$ cat src/hdl/wpf_pkg.sv
// ----------------------------------------------------------------------------
// wpf_pkg
// Shared constants and status codes for the prime test and factorial residue.
// ----------------------------------------------------------------------------
package wpf_pkg;

  localparam int NUM_WIDTH_DEF = 16;

  localparam int STATUS_WIDTH = 2;

  localparam logic [STATUS_WIDTH-1:0] ST_REJECT    = 2'd0;
  localparam logic [STATUS_WIDTH-1:0] ST_PRIME     = 2'd1;
  localparam logic [STATUS_WIDTH-1:0] ST_COMPOSITE = 2'd2;

  // smallest value that is tested at all
  localparam int MIN_TESTED = 4;

endpackage

$ cat src/hdl/wilson_prime_factorial_mod_top.sv
// sequencing: n below 4 is rejected without arithmetic; each trial divisor and each
// factorial step runs through the shared bit-serial mod-multiply unit; a prime n
// tries every divisor up to sqrt(n) and then the factorial steps, a composite n
// stops at its smallest divisor
// throughput: one transaction at a time; input stalled until the result is staged
// reset: asynchronous active low, clears sequencer and output valid
// ----------------------------------------------------------------------------
// wilson_prime_factorial_mod_top
// Trial-division prime test followed by (n-1)! mod n for primes.
// ----------------------------------------------------------------------------
module wilson_prime_factorial_mod_top
  import wpf_pkg::*;
#(
  parameter int NUM_WIDTH = NUM_WIDTH_DEF
) (
  input  logic                    clk_i,
  input  logic                    rst_ni,
  input  logic                    in_valid_i,
  output logic                    in_stall_o,
  input  logic [NUM_WIDTH-1:0]    number_i,
  output logic                    out_valid_o,
  input  logic                    out_stall_i,
  output logic [STATUS_WIDTH-1:0] status_o,
  output logic [NUM_WIDTH-1:0]    residue_o
);

  localparam logic [2:0] S_IDLE  = 3'd0;
  localparam logic [2:0] S_TRIAL = 3'd1;
  localparam logic [2:0] S_TWAIT = 3'd2;
  localparam logic [2:0] S_FACT  = 3'd3;
  localparam logic [2:0] S_FWAIT = 3'd4;
  localparam logic [2:0] S_DONE  = 3'd5;

  logic [2:0]              state_q, state_d;
  logic [NUM_WIDTH-1:0]    n_q, n_d;
  logic [NUM_WIDTH-1:0]    div_q, div_d;
  logic [NUM_WIDTH:0]      sq_q, sq_d;
  logic [NUM_WIDTH-1:0]    acc_q, acc_d;
  logic [NUM_WIDTH-1:0]    k_q, k_d;
  logic [STATUS_WIDTH-1:0] st_q, st_d;
  logic                    out_vld_q, out_vld_d;
  logic [STATUS_WIDTH-1:0] out_st_q, out_st_d;
  logic [NUM_WIDTH-1:0]    out_res_q, out_res_d;

  logic                    in_acc;
  logic                    mm_start;
  logic [NUM_WIDTH-1:0]    mm_a, mm_b, mm_m;
  logic                    mm_done;
  logic [NUM_WIDTH-1:0]    mm_res;
  logic                    trial_over;
  logic                    fact_over;
  logic                    out_free;

  assign in_stall_o = (state_q != S_IDLE);
  assign in_acc     = in_valid_i && !in_stall_o;
  assign out_free   = !out_vld_q || !out_stall_i;
  assign trial_over = (sq_q > {1'b0, n_q});
  assign fact_over  = (k_q <= NUM_WIDTH'(1));

  always_comb begin
    mm_start = 1'b0;
    if (state_q == S_TRIAL) begin
      mm_start = !trial_over;
    end else if (state_q == S_FACT) begin
      mm_start = !fact_over;
    end
  end

  // trial: 1 * n mod d; factorial: acc * k mod n
  assign mm_a = (state_q == S_FACT) ? acc_q : NUM_WIDTH'(1);
  assign mm_b = (state_q == S_FACT) ? k_q : n_q;
  assign mm_m = (state_q == S_FACT) ? n_q : div_q;

  wpf_modmul #(
    .NUM_WIDTH(NUM_WIDTH)
  ) u_modmul (
    .clk_i   (clk_i),
    .rst_ni  (rst_ni),
    .start_i (mm_start),
    .a_i     (mm_a),
    .b_i     (mm_b),
    .m_i     (mm_m),
    .done_o  (mm_done),
    .result_o(mm_res)
  );

  always_comb begin
    state_d   = state_q;
    n_d       = n_q;
    div_d     = div_q;
    sq_d      = sq_q;
    acc_d     = acc_q;
    k_d       = k_q;
    st_d      = st_q;
    out_vld_d = out_vld_q && out_stall_i;
    out_st_d  = out_st_q;
    out_res_d = out_res_q;
    unique case (state_q)
      S_IDLE: begin
        if (in_acc) begin
          n_d   = number_i;
          div_d = NUM_WIDTH'(2);
          sq_d  = (NUM_WIDTH+1)'(MIN_TESTED);
          acc_d = '0;
          if (number_i < NUM_WIDTH'(MIN_TESTED)) begin
            st_d    = ST_REJECT;
            state_d = S_DONE;
          end else begin
            state_d = S_TRIAL;
          end
        end
      end
      S_TRIAL: begin
        if (trial_over) begin
          acc_d   = NUM_WIDTH'(1);
          k_d     = n_q - NUM_WIDTH'(1);
          state_d = S_FACT;
        end else begin
          state_d = S_TWAIT;
        end
      end
      S_TWAIT: begin
        if (mm_done) begin
          if (mm_res == '0) begin
            st_d    = ST_COMPOSITE;
            acc_d   = '0;
            state_d = S_DONE;
          end else begin
            sq_d    = sq_q + {div_q, 1'b1};
            div_d   = div_q + NUM_WIDTH'(1);
            state_d = S_TRIAL;
          end
        end
      end
      S_FACT: begin
        if (fact_over) begin
          st_d    = ST_PRIME;
          state_d = S_DONE;
        end else begin
          state_d = S_FWAIT;
        end
      end
      S_FWAIT: begin
        if (mm_done) begin
          acc_d   = mm_res;
          k_d     = k_q - NUM_WIDTH'(1);
          state_d = S_FACT;
        end
      end
      S_DONE: begin
        if (out_free) begin
          out_vld_d = 1'b1;
          out_st_d  = st_q;
          out_res_d = acc_q;
          state_d   = S_IDLE;
        end
      end
      default: begin
        state_d = S_IDLE;
      end
    endcase
  end

  always_ff @(posedge clk_i or negedge rst_ni) begin
    if (!rst_ni) begin
      state_q   <= S_IDLE;
      out_vld_q <= 1'b0;
    end else begin
      state_q   <= state_d;
      out_vld_q <= out_vld_d;
    end
  end

  always_ff @(posedge clk_i) begin
    n_q       <= n_d;
    div_q     <= div_d;
    sq_q      <= sq_d;
    acc_q     <= acc_d;
    k_q       <= k_d;
    st_q      <= st_d;
    out_st_q  <= out_st_d;
    out_res_q <= out_res_d;
  end

  assign out_valid_o = out_vld_q;
  assign status_o    = out_st_q;
  assign residue_o   = out_res_q;

  // unit finishes only while the sequencer waits for it
  assert property (@(posedge clk_i) disable iff (!rst_ni)
    mm_done |-> (state_q == S_TWAIT || state_q == S_FWAIT))
    else $error("modmul done outside a wait state");

  // reduced value stays below its modulus
  assert property (@(posedge clk_i) disable iff (!rst_ni)
    (mm_done && state_q == S_FWAIT) |-> (mm_res < n_q))
    else $error("factorial residue not reduced");

  // only a prime carries a residue
  assert property (@(posedge clk_i) disable iff (!rst_ni)
    (out_valid_o && status_o != ST_PRIME) |-> (residue_o == '0))
    else $error("residue on non-prime result");

  // accepted transaction blocks further input
  assert property (@(posedge clk_i) disable iff (!rst_ni)
    in_acc |=> in_stall_o)
    else $error("input not stalled after accept");

endmodule

$ cat src/hdl/wpf_modmul.sv
// ----------------------------------------------------------------------------
// wpf_modmul
// Bit-serial modular multiplier: result = (a * b) mod m, one bit of b per
// cycle, msb first. Requires a < m and m >= 2.
// ----------------------------------------------------------------------------
module wpf_modmul
  import wpf_pkg::*;
#(
  parameter int NUM_WIDTH = NUM_WIDTH_DEF
) (
  input  logic                 clk_i,
  input  logic                 rst_ni,
  input  logic                 start_i,
  input  logic [NUM_WIDTH-1:0] a_i,
  input  logic [NUM_WIDTH-1:0] b_i,
  input  logic [NUM_WIDTH-1:0] m_i,
  output logic                 done_o,
  output logic [NUM_WIDTH-1:0] result_o
);

  localparam int CntWidth = $clog2(NUM_WIDTH + 1);
  localparam int AccWidth = NUM_WIDTH + 2;

  logic                 busy_q, busy_d;
  logic                 done_q, done_d;
  logic [CntWidth-1:0]  cnt_q, cnt_d;
  logic [NUM_WIDTH-1:0] a_q, a_d;
  logic [NUM_WIDTH-1:0] b_q, b_d;
  logic [NUM_WIDTH-1:0] m_q, m_d;
  logic [NUM_WIDTH-1:0] r_q, r_d;

  logic [AccWidth-1:0] m_ext;
  logic [AccWidth-1:0] dbl;
  logic [AccWidth-1:0] red1;
  logic [AccWidth-1:0] sum;
  logic [AccWidth-1:0] red2;

  always_comb begin
    m_ext = {2'b00, m_q};
    dbl   = {1'b0, r_q, 1'b0};
    red1  = (dbl >= m_ext) ? (dbl - m_ext) : dbl;
    sum   = red1 + (b_q[NUM_WIDTH-1] ? {2'b00, a_q} : '0);
    red2  = (sum >= m_ext) ? (sum - m_ext) : sum;
  end

  always_comb begin
    busy_d = busy_q;
    done_d = 1'b0;
    cnt_d  = cnt_q;
    a_d    = a_q;
    b_d    = b_q;
    m_d    = m_q;
    r_d    = r_q;
    if (start_i && !busy_q) begin
      busy_d = 1'b1;
      cnt_d  = CntWidth'(NUM_WIDTH);
      a_d    = a_i;
      b_d    = b_i;
      m_d    = m_i;
      r_d    = '0;
    end else if (busy_q) begin
      r_d   = red2[NUM_WIDTH-1:0];
      b_d   = {b_q[NUM_WIDTH-2:0], 1'b0};
      cnt_d = cnt_q - CntWidth'(1);
      if (cnt_q == CntWidth'(1)) begin
        busy_d = 1'b0;
        done_d = 1'b1;
      end
    end
  end

  always_ff @(posedge clk_i or negedge rst_ni) begin
    if (!rst_ni) begin
      busy_q <= 1'b0;
      done_q <= 1'b0;
      cnt_q  <= '0;
    end else begin
      busy_q <= busy_d;
      done_q <= done_d;
      cnt_q  <= cnt_d;
    end
  end

  always_ff @(posedge clk_i) begin
    a_q <= a_d;
    b_q <= b_d;
    m_q <= m_d;
    r_q <= r_d;
  end

  assign done_o   = done_q;
  assign result_o = r_q;

endmodule

$ cat config.mk
export PLATFORM = sky130hd
export DESIGN_NAME = wilson_prime_factorial_mod_top
export DESIGN_NICKNAME = d
export VERILOG_FILES = /design/src/hdl/wpf_pkg.sv /design/src/hdl/wilson_prime_factorial_mod_top.sv /design/src/hdl/wpf_modmul.sv
export SDC_FILE = /design/constraint.sdc
export NUM_CORES = 1
export LEC_CHECK = 0
export BUFFER_PORTS_ARGS = -buffer_cell sky130_fd_sc_hd__buf_2
export CAP_MARGIN = 20
export CORE_MARGIN = 4
export CORE_UTILIZATION = 40
export CTS_CLUSTER_DIAMETER = 150
export DETAILED_ROUTE_END_ITERATION = 16
export PLACE_DENSITY = 0.59
export SETUP_SLACK_MARGIN = 0.15
export SLEW_MARGIN = 30
export SYNTH_ARGS = -nofsm -noshare
export SYNTH_HDL_FRONTEND = slang
export SYNTH_SLANG_ARGS = --single-unit
$ cat constraint.sdc
create_clock -name clk_i -period 14.4 [get_ports clk_i]
set_input_delay 0.72 -clock clk_i [delete_from_list [all_inputs] [get_ports clk_i]]
set_output_delay 0.72 -clock clk_i [all_outputs]
set_load 0.05 [all_outputs]
==> summary.md, run 1 <==
| Metric | Value |
|---|---|
| Status | finished, final reports clean |
| Setup slack, reg-to-reg | 7680 ps |
| Syn avg cell area | 9.72 um2 |
| CP required | 14690 ps |
| Post-CTS resize count | 0 |
| RSZ-0062 raised after global routing | no |
| CP Launch Type | register |
| Fin. max-slew vios | 0 |
| Hold Crit Class | in2async |
| Post-synth EDFFs | 149 |
| R2R depth | 28 |
| DRT iter0 DRCs | 720 |
| Top_reg_cell synth | edfxtp_1 |
| Drt first pass iters | 5 |
| Synth Cell Area | 11400 um2 |
| Post-CTS Setup Repair Bufs | 0 |
| Setup total negative slack | 0 ps |
| Distinct cells, synth | 67 |
| Top Ports | 40 |
| Post-placement worst setup slack | 7750 ps |
| Layout cells sized above 1 | 8.39% |
| Cell accounting for the most synthesized area | edfxtp_1 |
| Nets@finish | 1312 |
| Setup WS post-layout | 7680 ps |
| Final hold vios | 0 |
| Num rows | 61 |
| Async set-reset flop share out of synthesis | 6.25% |
| Skew-Pair Late Insertion Delay | 450 ps |
| Mapped Cells | 1174 |
| H-tree levels | 4 |
| Crit share post-route | 46.7% |
| Setup crit start | u_modmul.m_q[0] |
| Cell with the most instances after synthesis | edfxtp_1 |
| Critical R2R Launch | u_modmul.m_q[0] |
| Peak fanout along the critical path | 31 |
| Antenna violations before repair | 0 |
| Endpoint class of the critical path | register |
| Routability congestion estimate | 0.890 |
| Drt drc | 0 |
| Routed wl met3 | 1.29 mm |
| Worst slew pin tran | 867 ps |
| Grt ovf | 0 |
| Num CTS Buffers | 17 |
| Min cycle time layout | 6720 ps |
| Critical path type | reg2reg |
| CTS Hold Buffers Added | 0 |
| Slew headroom | 42.1% |
| Reg-to-Reg End | u_modmul.result_o[14] |
| Top cells by area, synth | edfxtp_1, ha_1, o21ai_0 |
| Routed len/inst | 18.0 um |
| Layout area overhead | 10.6% |
| Clk root buf | clkbuf_16 |
| Final wirelength | 28.7 mm |
| Placed Area | 12000 um2 |
| Gr usage total | 18.6% |
| Post-Syn Nets | 1283 |
| Core footprint | 27900 um2 |
| Yosys top cell area share | 39.2% |
| Vias | 8688 |
| Clock Pin Slew Worst Setup and Hold Paths | 80 ps |
| Vias per inst | 5.45 |
| Port Buf Inserts | 39 |
| WP data arrival | 7010 ps |
| Hpwl dp | 21.2 mm |
| Critical path's top delay family | compound AO/OA/AOI/OAI gates |
| Peak Freq | 0.149 GHz |
| Largest net degree at the start of global routing | 39 |
| Initial Utilization | 40.8% |
| Max-cap viol count | 0 |
| Die Y | 177 um |
| Clk buf depth | 2 |
| CTS tree | built |
| First-pass GRT wire length | 45.9 mm |
| Die X | 177 um |
| Yosys reg bits | 176 |
| Worst Path Buf+Inv | 3 |
| Crit path largest cell delay | 620 ps |
| Post-layout instance area | 12600 um2 |
| # setup viols final | 0 |
| Vias in the first global route | 8616 |
| Wl on met1 | 12.9 mm |
| Clock skew | 18.1 ps |
| Critical-path cell with the highest stage delay | a21oi_4 |
| Total die area | 31300 um2 |
| Antenna cells | 0 |
| TritonCTS Sinks | 176 |
| Post-synthesis sequential area ratio | 44.4% |
| Yosys Warn Count | 0 |
| Top routing layer used | met4 |
| Routed length on met2 | 13.6 mm |
| Top post-synthesis cells by count | edfxtp_1, o21ai_0, nor2_1, nand2_1, ha_1 |
| Routed Antenna Nets | 0 |
routing by layer:
layer | up-vias | GRT usage (%)
li1 | 4318 | -
met1 | 4071 | 24.4
met2 | 246 | 31.2
met3 | 53 | 2.61
met4 | 0 | 7.58
met5 | - | 0
cell usage in the layout, fill, tap and decap left out, types with 16 or more instances in the layout:
cell         n
o21ai_0    103
buf_2       39
and3_1      30
a21oi_1     67
nand2b_1    19
ha_1        85
xor2_1      37
clkbuf_16   17
xnor2_1     55
nand3_1     42
nor4_1      19
dfxtp_1     16
a21o_1      21
edfxtp_1   149
nor3_1      25
and2_1      38
inv_1       62
nor2_1      99
nand2_1     95
metrics by stage:
step                std cells  hold slack (ps)  utilization (%)
floorplan                1174              400                -
global placement         1562              409             43.0
detailed placement       1562              411             43.0
CTS                      1594              161             45.2
global route             1594              170             45.2
finish                   1594              166             45.2
layout make-up:
cell class	count	area (um2)
clock buffers	17	425
clock inverters	15	180
fillers	2712	15300
inverters	62	233
multi-input cells	895	5960
flip-flops and latches	176	5070
well taps	378	473
repair buffers	51	285
flip-flops by register name, indices dropped and copies added, names as in the netlist:
| name | cells |
|---|---|
| u_modmul.result_o | 16 |
| u_modmul.m_q | 16 |
| st_q | 2 |
| sq_q | 17 |
| k_q | 16 |
| u_modmul.cnt_q | 5 |
| n_q | 16 |
| acc_q | 16 |
| state_q | 3 |
| div_q | 16 |
| u_modmul.a_q | 16 |
| u_modmul.b_q | 16 |
| status_o | 2 |
| residue_o | 16 |
| u_modmul.busy_q | 1 |
| out_valid_o | 1 |
| u_modmul.done_o | 1 |
how the worst max path moves through the flow:
stage                     depth (start not counted)  slack (ps)                     to
after CTS                                        28        7690   u_modmul.result_o[3]
after global routing                             28        7030  u_modmul.result_o[14]
after floorplan                                  31        8470  u_modmul.result_o[13]
final                                            28        7680  u_modmul.result_o[14]
after global placement                           28        7870  u_modmul.result_o[12]
after detailed placement                         28        7750   u_modmul.result_o[3]
cells by family after synthesis:
logic type               share of synthesized area [%]
AO/OA/AOI/OAI                                     15.8
XOR/XNOR                                          7.06
adder cells (fa/ha/maj)                           10.0
buffers and inverters                             3.50
flip-flops                                        44.4
multiplexers                                      1.24
AND/OR/NAND/NOR                                   17.9
Power of run 1 is left out: the tool's default activity adds up to more than one toggle a clock period on the data nets, which glitch-free logic cannot reach.
==> run 2, diff against run 1 <==
clock period = 6.45 ns   (was 14.4 ns; I/O delays follow)
==> run 2 against run 1 <==
  * Setup slack worse by 7300 ps
  * Highest routed layer unchanged
  * Final area up 4.6%
  * Core utilization up 2.1 points
  * Routed wire length up 4.2%
  * Register-to-register slack worse by 7300 ps
  * Die area unchanged
  * Cell count up 2.8%
  * Largest cell class unchanged
  * Critical path depth up 1
  * First-iteration DRC count up 13%
  * Clock-buffer cell count unchanged
==> summary.md, run 2 (synthesis results as in run 1) <==
| Metric | Value |
|---|---|
| Max reg flops | 17 |
| Worst Path Buf+Inv | 5 |
| Die Y | 177 um |
| Stages on the worst setup path | 29 |
| Layout cells sized above 1 | 13.7% |
| Num CTS Buffers | 17 |
| Fin. max-slew vios | 0 |
| R2R depth | 29 |
| # setup viols final | 0 |
| Num rows | 61 |
| Final hold vios | 0 |
| Vias in the first global route | 8499 |
| Total die area | 31300 um2 |
| Vias | 8963 |
| CP Launch Type | register |
| First-pass GRT wire length | 46.5 mm |
| Clk root buf | clkbuf_16 |
| RSZ-0062 raised after global routing | no |
| H-tree levels | 4 |
| Critical path's top delay family | compound AO/OA/AOI/OAI gates |
| Critical path type | reg2reg |
| Drt first pass iters | 5 |
| Gr usage total | 19.0% |
| Crit share post-route | 93.9% |
| Routed Antenna Nets | 0 |
| Largest net degree at the start of global routing | 39 |
| Peak Freq | 0.165 GHz |
| Most flops, register | sq_q |
| Grt ovf | 0 |
| Max-cap viol count | 0 |
| Top Ports | 40 |
| Setup total negative slack | 0 ps |
| Status | finished, final reports clean |
| Core footprint | 27900 um2 |
| Clk buf depth | 2 |
| Clock Pin Slew Worst Setup and Hold Paths | 80 ps |
| Layout area overhead | 15.7% |
| Most common cell after layout, fill and taps aside | edfxtp_1 |
| Routability congestion estimate | 0.841 |
| Skew-Pair Late Insertion Delay | 450 ps |
| Min cycle time layout | 6060 ps |
| Crit path largest cell delay | 410 ps |
| Fillers | 2676 |
| Antenna cells | 0 |
| Endpoint class of the critical path | register |
| Port Buf Inserts | 39 |
| Final wirelength | 30.0 mm |
| Nets@finish | 1356 |
| Hold Crit Class | in2reg |
| WHS Path Cells | 1 |
| Critical-path cell with the highest stage delay | fa_2 |
| TritonCTS Sinks | 176 |
| Initial Utilization | 40.8% |
| Drt drc | 0 |
| CP required | 6760 ps |
| Slew headroom | 42.8% |
| DRT iter0 DRCs | 811 |
| Peak fanout along the critical path | 8 |
| Die X | 177 um |
| Hpwl dp | 21.8 mm |
| Clock skew | 20.9 ps |
| CTS tree | built |
| Most frequent cells in the layout | edfxtp_1, o21ai_0, nor2_1, nand2_1, ha_1 |
| Routed len/inst | 18.3 um |
| Antenna violations before repair | 0 |
| WP data arrival | 6370 ps |
| Worst slew pin tran | 856 ps |
| Vias per inst | 5.47 |
==> run 2: path summary, 6_finish.rpt <==
check                      slack, ps            start                   end
max in group asynchronous       5870           rst_ni           out_valid_o
min in group asynchronous        330           rst_ni     u_modmul.cnt_q[2]
min                               50      number_i[1]                n_q[1]
max reg2reg                      390  u_modmul.m_q[0]  u_modmul.result_o[6]
min reg2reg                      430          st_q[1]           status_o[1]
max                              390  u_modmul.m_q[0]  u_modmul.result_o[6]
==> run 2: metrics by stage <==
step | setup WS, ps | utilization (%) | cells | instance area (um2) | hold slack, ps
5_1_grt | 33.4 | 47.3 | 1638 | 13200 | 37.0
3_3_place_gp | 141 | 43.6 | 1582 | 12200 | 241
3_5_place_dp | 13.3 | 43.6 | 1582 | 12200 | 246
2_1_floorplan | 519 | - | 1174 | 11400 | 26.9
6_report | 391 | 47.3 | 1638 | 13200 | 50.7
4_1_cts | 186 | 46.0 | 1621 | 12800 | 39.5
==> run 2: worst reg2reg max path, delay by kind of cell, from the launching register on <==
family / cells / cell delay (ps)
compound gates: 13 / 2180
fa+ha+maj: 3 / 1050
simple gates: 5 / 870
buf+inv: 5 / 760
mux: 2 / 480
flops: 1 / 380
xor+xnor: 1 / 240
==> run 2: timing repair <==
item	in CTS	in global routing
hold endpoints to repair	11	0
cloned	1	3
buffers inserted	5	14
hold buffers	1	0
pin swaps	2	26
endpoints found under the setup margin	16	16
resized for setup	2	34
==> run 2: metal layers <==
| layer | track usage, % | vias up | part of all wire (%) |
|---|---|---|---|
| met4 | 5.67 | 0 | 2.4 |
| li1 | - | 4408 | - |
| met2 | 32.8 | 225 | 49 |
| met3 | 2.78 | 40 | 4.3 |
| met5 | 0 | - | 0 |
| met1 | 24.8 | 4290 | 44 |
==> run 2: area by class of cell <==
cell class / instances / area (um2) / share of cell area, %
Clock buffer: 17 / 425 / 3.22
Clock inverter: 15 / 166 / 1.26
Inverter: 62 / 233 / 1.76
Multi-Input combinational cell: 896 / 6140 / 46.5
Sequential cell: 176 / 5070 / 38.4
Tap cell: 378 / 473 / 3.58
Timing Repair Buffer: 94 / 701 / 5.31
Power of run 2 is left out for the same reason.
